File: config.mk
export PLATFORM = sky130hd
export DESIGN_NAME = replacement_selection_runs_unit
export DESIGN_NICKNAME = d
export VERILOG_FILES = /design/src/hw/rtl/rsr_pkg.sv /design/src/hw/rtl/rsr_slot_mem.sv /design/src/hw/rtl/replacement_selection_runs_unit.sv
export SDC_FILE = /design/constraint.sdc
export NUM_CORES = 1
export LEC_CHECK = 0
export BUFFER_PORTS_ARGS = -buffer_cell sky130_fd_sc_hd__buf_4
export CORE_MARGIN = 8
export CORE_UTILIZATION = 30
export CTS_BUF_LIST = sky130_fd_sc_hd__clkbuf_2 sky130_fd_sc_hd__clkbuf_4 sky130_fd_sc_hd__clkbuf_8
export DETAILED_ROUTE_END_ITERATION = 8
export PLACE_DENSITY = 0.46
export SLEW_MARGIN = 30
export SYNTH_ARGS = -nofsm -noshare
export SYNTH_HDL_FRONTEND = slang
export SYNTH_SLANG_ARGS = --single-unit
File: constraint.sdc
create_clock -name clk -period 10.92 [get_ports clk]
set_input_delay 2.184 -clock clk [delete_from_list [all_inputs] [get_ports clk]]
set_output_delay 2.184 -clock clk [all_outputs]
set_load 0.03 [all_outputs]
File: src/hw/rtl/rsr_pkg.sv
`default_nettype none

package rsr_pkg;

  // reservoir depth used when the top level is not overridden
  localparam int RESERVOIR_DEF = 6;

  localparam int RUN_W = 16;
  localparam logic [RUN_W-1:0] RUN_MAX = 16'hFFFF;

  // request modes
  localparam logic MODE_RECORD = 1'b0;
  localparam logic MODE_DRAIN  = 1'b1;

  typedef struct packed {
    logic               mode;
    logic signed [31:0] key;
    logic        [31:0] payload_tag;
  } in_t;

  typedef struct packed {
    logic signed [31:0]      out_key;
    logic        [31:0]      out_tag;
    logic        [RUN_W-1:0] run_number;
    logic                    has_record;
    logic                    last;
  } out_t;

  // one reservoir entry as kept in the slot memory
  typedef struct packed {
    logic signed [31:0] key;
    logic        [31:0] tag;
  } slot_t;

endpackage

`default_nettype wire

File: src/hw/rtl/rsr_slot_mem.sv
`default_nettype none

module rsr_slot_mem
  import rsr_pkg::*;
#(
  parameter  int DEPTH = RESERVOIR_DEF,
  localparam int AW    = $clog2(DEPTH)
) (
  input  wire logic          clk,
  input  wire logic          wr_en,
  input  wire logic [AW-1:0] wr_addr,
  input  wire slot_t         wr_data,
  input  wire logic          rd_en,
  input  wire logic [AW-1:0] rd_addr,
  output slot_t              rd_data
);

  slot_t mem [DEPTH];

  always_ff @(posedge clk) begin
    if (wr_en) begin
      mem[wr_addr] <= wr_data;
    end
  end

  // registered read
  always_ff @(posedge clk) begin
    if (rd_en) begin
      rd_data <= mem[rd_addr];
    end
  end

endmodule

`default_nettype wire

File: src/hw/rtl/replacement_selection_runs_unit.sv
`default_nettype none

// channel  direction  payload  handshake
// in_      input      in_t     in_valid / in_ready
// out_     output     out_t    out_valid / out_ready
//
// a record that only fills the reservoir is written straight to the slot memory;
// a record on a full reservoir runs the minimum scan, which reads one slot per
// cycle from the slot memory, then the emit step. a drain runs a scan and an
// emit step for each emitted record.
// rst_n is synchronous; after reset the reservoir is empty and run is zero.
// a stalled out_ready holds the emit step; a new request is taken while a
// finished result still waits in the output register.

module replacement_selection_runs_unit
  import rsr_pkg::*;
#(
  parameter int RESERVOIR = RESERVOIR_DEF
) (
  input  wire logic clk,
  input  wire logic rst_n,
  input  wire logic in_valid,
  output logic      in_ready,
  input  wire in_t  in_data,
  output logic      out_valid,
  input  wire logic out_ready,
  output out_t      out_data
);

  localparam int IDX_W = $clog2(RESERVOIR);
  localparam int CNT_W = $clog2(RESERVOIR + 1);
  localparam logic [IDX_W-1:0] LAST_IDX = IDX_W'(RESERVOIR - 1);
  localparam logic [CNT_W-1:0] FULL_CNT = CNT_W'(RESERVOIR);

  typedef enum logic [2:0] {
    S_IDLE = 3'b001,
    S_SCAN = 3'b010,
    S_EMIT = 3'b100
  } state_t;

  state_t state_r, state_nxt;

  // per-slot marks in flops, keys and tags in the slot memory
  logic [RESERVOIR-1:0] valid_r, valid_nxt;
  logic [RESERVOIR-1:0] frozen_r, frozen_nxt;
  logic [CNT_W-1:0]     fill_cnt_r, fill_cnt_nxt;
  logic [RUN_W-1:0]     run_r, run_nxt;
  logic                 drain_r, drain_nxt;

  // latched incoming record
  logic signed [31:0] key_r, key_nxt;
  logic [31:0]        tag_r, tag_nxt;

  // scan pipeline: read issue, compare in the cycle after the read
  logic [IDX_W-1:0] scan_addr_r, scan_addr_nxt;
  logic             scan_issue_r, scan_issue_nxt;
  logic             cmp_vld_r, cmp_vld_nxt;
  logic [IDX_W-1:0] cmp_idx_r, cmp_idx_nxt;

  // current minimum candidate
  logic               best_found_r, best_found_nxt;
  logic [IDX_W-1:0]   best_idx_r, best_idx_nxt;
  logic signed [31:0] best_key_r, best_key_nxt;
  logic [31:0]        best_tag_r, best_tag_nxt;

  logic out_valid_r, out_valid_nxt;
  out_t out_data_r, out_data_nxt;

  // slot memory ports
  logic             mem_wr_en;
  logic [IDX_W-1:0] mem_wr_addr;
  slot_t            mem_wr_data;
  logic             mem_rd_en;
  slot_t            mem_rd_data;

  // marks after the emit step, before the new-run check
  logic [RESERVOIR-1:0] vld_w, frz_w;
  logic                 new_run;
  logic [RUN_W-1:0]     run_inc;
  logic                 cand;
  logic                 out_free;

  rsr_slot_mem #(
    .DEPTH (RESERVOIR)
  ) u_slot_mem (
    .clk     (clk),
    .wr_en   (mem_wr_en),
    .wr_addr (mem_wr_addr),
    .wr_data (mem_wr_data),
    .rd_en   (mem_rd_en),
    .rd_addr (scan_addr_r),
    .rd_data (mem_rd_data)
  );

  assign in_ready  = (state_r == S_IDLE);
  assign out_valid = out_valid_r;
  assign out_data  = out_data_r;

  assign out_free = !out_valid_r || out_ready;
  assign run_inc  = (run_r == RUN_MAX) ? run_r : run_r + RUN_W'(1);
  assign cand     = valid_r[cmp_idx_r] && !frozen_r[cmp_idx_r];

  always_comb begin
    state_nxt      = state_r;
    valid_nxt      = valid_r;
    frozen_nxt     = frozen_r;
    fill_cnt_nxt   = fill_cnt_r;
    run_nxt        = run_r;
    drain_nxt      = drain_r;
    key_nxt        = key_r;
    tag_nxt        = tag_r;
    scan_addr_nxt  = scan_addr_r;
    scan_issue_nxt = scan_issue_r;
    cmp_vld_nxt    = 1'b0;
    cmp_idx_nxt    = cmp_idx_r;
    best_found_nxt = best_found_r;
    best_idx_nxt   = best_idx_r;
    best_key_nxt   = best_key_r;
    best_tag_nxt   = best_tag_r;
    out_valid_nxt  = out_valid_r && !out_ready;
    out_data_nxt   = out_data_r;
    mem_wr_en      = 1'b0;
    mem_wr_addr    = best_idx_r;
    mem_wr_data    = '{key: key_r, tag: tag_r};
    mem_rd_en      = 1'b0;
    vld_w          = valid_r;
    frz_w          = frozen_r;
    new_run        = 1'b0;

    case (state_r)
      S_IDLE: begin
        if (in_valid) begin
          key_nxt = in_data.key;
          tag_nxt = in_data.payload_tag;
          if (in_data.mode == MODE_RECORD && fill_cnt_r != FULL_CNT) begin
            // fill phase: lowest empty slot is the fill count
            mem_wr_en   = 1'b1;
            mem_wr_addr = fill_cnt_r[IDX_W-1:0];
            mem_wr_data = '{key: in_data.key, tag: in_data.payload_tag};
            valid_nxt[fill_cnt_r[IDX_W-1:0]]  = 1'b1;
            frozen_nxt[fill_cnt_r[IDX_W-1:0]] = 1'b0;
            fill_cnt_nxt = fill_cnt_r + CNT_W'(1);
          end else begin
            drain_nxt      = (in_data.mode == MODE_DRAIN);
            scan_addr_nxt  = '0;
            scan_issue_nxt = 1'b1;
            best_found_nxt = 1'b0;
            state_nxt      = S_SCAN;
          end
        end
      end

      S_SCAN: begin
        if (scan_issue_r) begin
          mem_rd_en   = 1'b1;
          cmp_vld_nxt = 1'b1;
          cmp_idx_nxt = scan_addr_r;
          if (scan_addr_r == LAST_IDX) begin
            scan_issue_nxt = 1'b0;
          end else begin
            scan_addr_nxt = scan_addr_r + IDX_W'(1);
          end
        end
        if (cmp_vld_r) begin
          // strict less keeps the lowest slot on equal keys
          if (cand && (!best_found_r || $signed(mem_rd_data.key) < best_key_r)) begin
            best_found_nxt = 1'b1;
            best_idx_nxt   = cmp_idx_r;
            best_key_nxt   = mem_rd_data.key;
            best_tag_nxt   = mem_rd_data.tag;
          end
          if (cmp_idx_r == LAST_IDX) begin
            state_nxt = S_EMIT;
          end
        end
      end

      S_EMIT: begin
        if (out_free) begin
          out_valid_nxt = 1'b1;
          if (!best_found_r) begin
            // empty drain marker, then back to reset state
            out_data_nxt = '{out_key: '0, out_tag: '0, run_number: run_r,
                             has_record: 1'b0, last: 1'b1};
            valid_nxt    = '0;
            frozen_nxt   = '0;
            fill_cnt_nxt = '0;
            run_nxt      = '0;
            state_nxt    = S_IDLE;
          end else if (!drain_r) begin
            out_data_nxt = '{out_key: best_key_r, out_tag: best_tag_r,
                             run_number: run_r, has_record: 1'b1, last: 1'b0};
            // refill the emitted slot, frozen if it falls below the output
            mem_wr_en         = 1'b1;
            frz_w[best_idx_r] = (key_r < best_key_r);
            // a new run opens when valid slots remain and every one of them is frozen
            new_run = (|vld_w) && ((vld_w & ~frz_w) == '0);
            if (new_run) begin
              frozen_nxt = '0;
              run_nxt    = run_inc;
            end else begin
              frozen_nxt = frz_w;
            end
            state_nxt = S_IDLE;
          end else begin
            vld_w[best_idx_r] = 1'b0;
            frz_w[best_idx_r] = 1'b0;
            new_run = (|vld_w) && ((vld_w & ~frz_w) == '0);
            out_data_nxt = '{out_key: best_key_r, out_tag: best_tag_r,
                             run_number: run_r, has_record: 1'b1,
                             last: (vld_w == '0)};
            if (vld_w == '0) begin
              valid_nxt    = '0;
              frozen_nxt   = '0;
              fill_cnt_nxt = '0;
              run_nxt      = '0;
              state_nxt    = S_IDLE;
            end else begin
              valid_nxt = vld_w;
              if (new_run) begin
                frozen_nxt = '0;
                run_nxt    = run_inc;
              end else begin
                frozen_nxt = frz_w;
              end
              // next drain step
              scan_addr_nxt  = '0;
              scan_issue_nxt = 1'b1;
              best_found_nxt = 1'b0;
              state_nxt      = S_SCAN;
            end
          end
        end
      end

      default: begin
        state_nxt = S_IDLE;
      end
    endcase
  end

  always_ff @(posedge clk) begin
    if (!rst_n) begin
      state_r      <= S_IDLE;
      valid_r      <= '0;
      frozen_r     <= '0;
      fill_cnt_r   <= '0;
      run_r        <= '0;
      drain_r      <= 1'b0;
      scan_issue_r <= 1'b0;
      cmp_vld_r    <= 1'b0;
      best_found_r <= 1'b0;
      out_valid_r  <= 1'b0;
    end else begin
      state_r      <= state_nxt;
      valid_r      <= valid_nxt;
      frozen_r     <= frozen_nxt;
      fill_cnt_r   <= fill_cnt_nxt;
      run_r        <= run_nxt;
      drain_r      <= drain_nxt;
      scan_issue_r <= scan_issue_nxt;
      cmp_vld_r    <= cmp_vld_nxt;
      best_found_r <= best_found_nxt;
      out_valid_r  <= out_valid_nxt;
    end
  end

  // payload registers, no reset
  always_ff @(posedge clk) begin
    key_r       <= key_nxt;
    tag_r       <= tag_nxt;
    scan_addr_r <= scan_addr_nxt;
    cmp_idx_r   <= cmp_idx_nxt;
    best_idx_r  <= best_idx_nxt;
    best_key_r  <= best_key_nxt;
    best_tag_r  <= best_tag_nxt;
    out_data_r  <= out_data_nxt;
  end

endmodule

`default_nettype wire

==> summary.txt, run 1 <==
====================================================================================
Proportion of total power due to net switching                                 25.7%
Worst-path cell with the longest stage delay                            sky130_fd_sc_hd__buf_4
Count of flip-flops with a built-in enable after synthesis                       667
CP dominant cell by count                                               sky130_fd_sc_hd__buf_4
Maximum level of the CTS H-tree                                                    3
Initial drt markers                                                              804
Vertical extent of the die                                                    323 µm
Clk network pwr share                                                          37.0%
Relative area change from synthesis to final layout                            17.8%
PD cells                                                                  187 nW/µm²
Wire length on met3                                                          3290 µm
Total clock sinks                                                                706
Number of buffers created by CTS                                                 117
Share of the cycle needed by the critical path after routing                   45.9%
Site Rows                                                                        112
DRC violation count after routing                                                  0
Vias in the first global route                                                 16700
CTS tree                                                                         yes
Largest cells by area after synthesis                                   sky130_fd_sc_hd__edfxtp_1 (71%), sky130_fd_sc_hd__mux4_2 (5.1%), sky130_fd_sc_hd__nand2_1 (3.1%)
Starting density of the core                                                   30.3%
Syn Nets                                                                        1941
Wire length per cell after detailed routing                                  20.3 µm
Final Net Count                                                                 2155
Total power draw                                                             6230 µW
Internal cell power                                                          4630 µW
Wire length reported by the detailed router                                 68400 µm
Post-Place Cells                                                                3152
Number of setup buffers added after CTS                                            0
Port bufs                                                                        152
I/O pin count                                                                    153
Worst endpoint data arrival time                                             5.31 ns
Ratio of cells with drive above 1 in the final layout                          21.7%
Number of cells produced by synthesis                                           1805
Synthesis warning total                                                            0
Total routing resource utilization after global routing                        12.9%
Distinct cell type count of the synthesized netlist                               72
Top cell type by total area after synthesis                             sky130_fd_sc_hd__edfxtp_1
Count of maximum capacitance violations                                            0
Top cells by count, synth                                               sky130_fd_sc_hd__edfxtp_1 (667), sky130_fd_sc_hd__nand2_1 (234), sky130_fd_sc_hd__nor2_1 (111)
Clk pin slew, worst setup/hold paths                                         0.06 ns
Top FF cell, synth                                                      sky130_fd_sc_hd__edfxtp_1
Comb pwr share                                                                 11.9%
Critical Path Fanout Max                                                          70
First-pass GRT wire length                                                 103000 µm
Post-route setup TNS                                                            0 ns
Static leakage                                                             0.0118 µW
Number of buffers between clock root and the deepest sink                          3
Relative max-transition margin                                                 31.2%
Worst slew pin tran                                                          1.03 ns
Width of the chip                                                             323 µm
Critical Path End Type                                                          flop
VDD IR max                                                                  0.107 mV
Post-synthesis instance area                                               28300 µm²
GP Congestion                                                                  0.837
RSZ-0062 raised after global routing                                           false
Uppermost layer routed                                                          met4
Switching pwr                                                                1600 µW
DP HPWL                                                                     41600 µm
Total gr overflow                                                                  0
Max Freq                                                                     200 MHz
Power share of the sequential group                                            51.1%
Post-Synthesis Mean Instance Area                                           15.7 µm²
First-pass iteration count of the detailed router                                  5
Synth async-reset ratio                                                           0%
Type of origin of the critical path                                     primary input
Register bit total from synthesis                                                706
Detailed route wirelength on metal2                                         33500 µm
# setup viols final                                                                0
Clock skew                                                                 0.0621 ns
Required time of the worst setup path                                       11.23 ns
Final cell count without fillers                                                3379
Max-slew violation count                                                           0
Crit-path max cell delay                                                     0.80 ns
Clk root buf                                                            sky130_fd_sc_hd__clkbuf_8
Number of buffers inserted for hold repair after clock tree synthesis              0
Most numerous cell in the Yosys netlist                                 sky130_fd_sc_hd__edfxtp_1
Total via count after detailed routing                                         15700
Failing checks                                                          antenna rules
Setup CP Type                                                                 in2reg
Result of the run                                                       complete, but fails checks
Tmin final                                                                   5.01 ns
Later-pin clock latency in the skew report                                   0.74 ns
Initial antenna violation count                                                    4
Sequential fraction of the synthesis area                                      73.5%
Final Hold Viols                                                                   0
Largest net degree at the start of global routing                                 80
Routed via count divided by cell count                                          4.65
Full die area                                                             105000 µm²
Number of gates given a new drive strength after cts                               0
Worst min path class                                                         reg2reg
Core Area                                                                  93500 µm²
Metal1 wirelength                                                           30100 µm
Kind of cell adding the most delay to the critical path                 buffers and inverters
Number of nets still failing antenna checks after routing                          1
Cell breakdown of the critical path                                     buf_4, a21oi_1, and3_4, buf_6, a32oi_1, nor2_4, buf_4
Share of Yosys cell area claimed by the top area cell type                     70.7%
CP bufs+invs                                                                       3
====================================================================================
power groups by stage:
stage / Sequential [µW] / Clock (µW) / Combinational [µW]
3_3_place_gp: 3240 / 0 / 752
4_1_cts: 3190 / 2400 / 766
6_report: 3180 / 2310 / 742
5_1_grt: 3190 / 2510 / 826
3_5_place_dp: 3240 / 0 / 762
2_1_floorplan: 3200 / 0 / 532
state kept, by name, indices dropped and copies added, names as in the netlist, 6 cells and up:
name	cells
best_tag_r	32
u_slot_mem.mem	384
out_data	82
tag_r	32
u_slot_mem.rd_data	64
best_key_r	32
run_r	16
valid_r	6
frozen_r	6
key_r	32
final cells by class:
type,count,area (µm²)
fillers,8967,60100
flip-flops and latches,706,20800
multi-input cells,975,7120
clock buffers,155,1910
well taps,1254,1570
repair buffers,177,1380
clock inverters,62,414
inverters,42,160
diodes,8,20.0
cell families (layout without fill, tap and decap cells):
kind of cell	Yosys count	in the layout	share of synthesized area (%)
flip-flops	706	706	73.5
AND/OR/NAND/NOR	536	536	8.90
AO/OA/AOI/OAI	241	241	5.54
multiplexers	128	128	7.35
buffers and inverters	124	436	1.70
adder cells (fa/ha/maj)	67	67	2.96
XOR/XNOR	3	3	0.0928
other	0	8	0
layer usage:
layer  vias to the layer above  global-route usage [%]
li1                       7338                       -
met1                      7890                    16.1
met2                       366                    22.1
met3                       113                    2.72
met4                         0                    4.35
met5                         -                       0
final timing paths:
path	depth (start not counted)	start	end	slack (ns)
worst max-delay path	7	in_data[64]	u_slot_mem.mem[5][51]	5.91
worst min-delay path	0	u_slot_mem.rd_data[2]	best_tag_r[2]	0.41
worst max register to register	8	fill_cnt_r[0]	u_slot_mem.mem[5][51]	6.42
worst min register to register	0	u_slot_mem.rd_data[2]	best_tag_r[2]	0.41
per-stage QoR:
stage          hold WS (ns)  util (%)  instance area [µm²]  setup WS [ns]
2_1_floorplan         0.400         -                28300           2.11
3_3_place_gp          0.406      33.1                31000           4.86
3_5_place_dp          0.405      33.1                31000           4.68
4_1_cts               0.393      35.6                33300           5.47
5_1_grt               0.405      35.7                33400           5.69
6_report              0.410      35.7                33400           5.91
cell usage in the layout (no fill, tap or decap), types with 6 or more instances in the layout:
cell                         n
sky130_fd_sc_hd__nand3b_1    6
sky130_fd_sc_hd__buf_4     173
sky130_fd_sc_hd__o221a_2     9
sky130_fd_sc_hd__diode_2     8
sky130_fd_sc_hd__o21ai_0    24
sky130_fd_sc_hd__mux4_2     64
sky130_fd_sc_hd__a31oi_1     9
sky130_fd_sc_hd__ha_1       67
sky130_fd_sc_hd__a21oi_1   110
sky130_fd_sc_hd__dfxtp_1    38
sky130_fd_sc_hd__o21a_1      9
sky130_fd_sc_hd__nor2_1    105
sky130_fd_sc_hd__nor3b_1    11
sky130_fd_sc_hd__and2_1     67
sky130_fd_sc_hd__inv_1      40
sky130_fd_sc_hd__clkbuf_8  119
sky130_fd_sc_hd__mux2i_1    64
sky130_fd_sc_hd__nor2_4      6
sky130_fd_sc_hd__clkbuf_4   36
sky130_fd_sc_hd__edfxtp_1  667
sky130_fd_sc_hd__clkinv_1   38
sky130_fd_sc_hd__o211ai_1    9
sky130_fd_sc_hd__nor2b_1    12
sky130_fd_sc_hd__nand2b_1   11
sky130_fd_sc_hd__a21o_1     23
sky130_fd_sc_hd__nand4_1    20
sky130_fd_sc_hd__nor3_1     14
sky130_fd_sc_hd__nand2_1   233
sky130_fd_sc_hd__clkinv_2   14
sky130_fd_sc_hd__nand3_1    17
Power figures use the tool's default switching activity.
==> inputs of run 2 (changes only) <==
- PLACE_DENSITY: 0.46 -> 0.48
- clock period: 10.92 -> 4.1 ns (I/O delays scaled with it)
==> summary.txt, run 2 (same netlist as run 1, synthesis figures left out) <==
====================================================================================
Worst min path class                                                          in2reg
Clk pin slew, worst setup/hold paths                                         0.06 ns
Flip-flop and latch area                                                   20800 µm²
Total clock sinks                                                                706
Routed via count divided by cell count                                          4.66
Worst endpoint data arrival time                                             4.24 ns
Ratio of cells with drive above 1 in the final layout                          22.5%
GP Congestion                                                                  0.807
Result of the run                                                       complete, no violations
Area taken by multi-input logic gates                                       7110 µm²
Initial antenna violation count                                                    2
Tmin final                                                                   3.55 ns
Finished layout cell area                                                  33600 µm²
VDD IR max                                                                  0.223 mV
Number of buffers inserted for hold repair after clock tree synthesis              0
Port bufs                                                                        152
Total via count after detailed routing                                         15800
Final Hold Viols                                                                   0
Required time of the worst setup path                                        4.79 ns
Share of the cycle needed by the critical path after routing                   86.7%
Full die area                                                             105000 µm²
Top library cells by usage in the layout, fill and taps aside           sky130_fd_sc_hd__edfxtp_1 (667), sky130_fd_sc_hd__nand2_1 (233), sky130_fd_sc_hd__buf_4 (175)
Clock skew                                                                 0.0610 ns
Post-route setup TNS                                                            0 ns
Wire length reported by the detailed router                                 69500 µm
Max-slew violation count                                                           0
Number of gates given a new drive strength after cts                               0
Register containing the most flip-flops in the final layout             u_slot_mem.mem
Static leakage                                                             0.0119 µW
Wire length per cell after detailed routing                                  20.5 µm
I/O pin count                                                                    153
Number of fill cells                                                            8963
Total gr overflow                                                                  0
Clk root buf                                                            sky130_fd_sc_hd__clkbuf_8
Final Net Count                                                                 2165
Instance area at placement                                                 31200 µm²
Critical Path End Type                                                          flop
# setup viols final                                                                0
Critical Path Fanout Max                                                          16
RSZ-0062 raised after global routing                                           false
Relative max-transition margin                                                 41.3%
CP Launch Point                                                            key_r[14]
Number of buffers created by CTS                                                 118
Initial drt markers                                                             1022
Vertical extent of the die                                                    323 µm
Total routing resource utilization after global routing                        13.0%
Largest register FFs                                                             384
Relative area change from synthesis to final layout                            18.6%
Type of origin of the critical path                                             flop
Max Freq                                                                     281 MHz
Count of maximum capacitance violations                                            0
First-pass iteration count of the detailed router                                  6
Core Area                                                                  93500 µm²
Setup CP Type                                                                reg2reg
Later-pin clock latency in the skew report                                   0.75 ns
Worst slew pin tran                                                         0.880 ns
Width of the chip                                                             323 µm
Core Util, Final                                                               35.9%
Maximum level of the CTS H-tree                                                    3
CTS tree                                                                         yes
Number of buffers between clock root and the deepest sink                          3
Vias in the first global route                                                 16800
Worst reg2reg path startpoint                                              key_r[14]
DP HPWL                                                                     41000 µm
Largest net degree at the start of global routing                                 92
PD cells                                                                  499 nW/µm²
Number of setup buffers added after CTS                                            0
Starting density of the core                                                   30.3%
Number of nets still failing antenna checks after routing                          0
Commonest non-fill, non-tap cell in the layout                          sky130_fd_sc_hd__edfxtp_1
Worst Hold Launch                                                        in_data[10]
DRC violation count after routing                                                  0
Site Rows                                                                        112
First-pass GRT wire length                                                 104000 µm
====================================================================================
run 2: changes by cell type in the layout (fill, tap and decap cells not counted), sizes merged:
| cell | delta |
|---|---|
| diode | -7 |
| buf | +9 |
| clkbuf | +9 |
| clkinv | -2 |
run 2: worst max-delay path, cell delays in order, from the launching register on:
cell                       delay [ns]
sky130_fd_sc_hd__edfxtp_1        0.39
sky130_fd_sc_hd__ha_1            0.32
sky130_fd_sc_hd__and4_1          0.25
sky130_fd_sc_hd__o211ai_1        0.10
sky130_fd_sc_hd__o32ai_1         0.66
sky130_fd_sc_hd__o211ai_2        0.25
sky130_fd_sc_hd__o22ai_1         0.27
sky130_fd_sc_hd__nor3_2          0.11
sky130_fd_sc_hd__a31oi_4         0.47
sky130_fd_sc_hd__nand2b_1        0.43
sky130_fd_sc_hd__o221a_2         0.26
run 2: per-layer routing:
layer	GRT usage [%]	share of wire (%)	vias to the layer above
met1	16.8	44	7948
li1	-	-	7357
met3	2.54	5.0	102
met2	22.2	49	382
met5	0	0	-
met4	3.99	1.9	0
run 2: through the flow:
step	power [µW]	setup slack, ns	hold WS (ns)	std cells
global route	17600	0.345	0.179	3388
global placement	10600	0.560	0.402	3163
detailed placement	10700	0.531	0.405	3163
CTS	17100	0.528	0.158	3387
finish	16800	0.546	0.257	3388
floorplan	9950	0.0206	0.400	1805
run 2: layout make-up:
type                       instances  area share (%)
clock buffer                     164            5.94
inverter                          42           0.477
tap                             1254            4.67
multi-input combinational        975            21.2
antenna                            1         0.00745
timing repair buffer             186            4.57
clock inverter                    60            1.21
sequential                       706            62.0
run 2: final timing paths:
check | to | slack, ns | cells past startpoint
worst min-delay path | tag_r[10] | 0.26 | 1
worst max register to register | run_r[8] | 0.55 | 10
worst max-delay path | run_r[8] | 0.55 | 10
worst min register to register | best_tag_r[1] | 0.40 | 0
run 2: where the power goes:
part           total, µW  internal [µW]  switching [µW]
clock               6290           3410            2870
sequential          8420           8320             103
combinational       2060            747            1310
total              16800          12500            4290
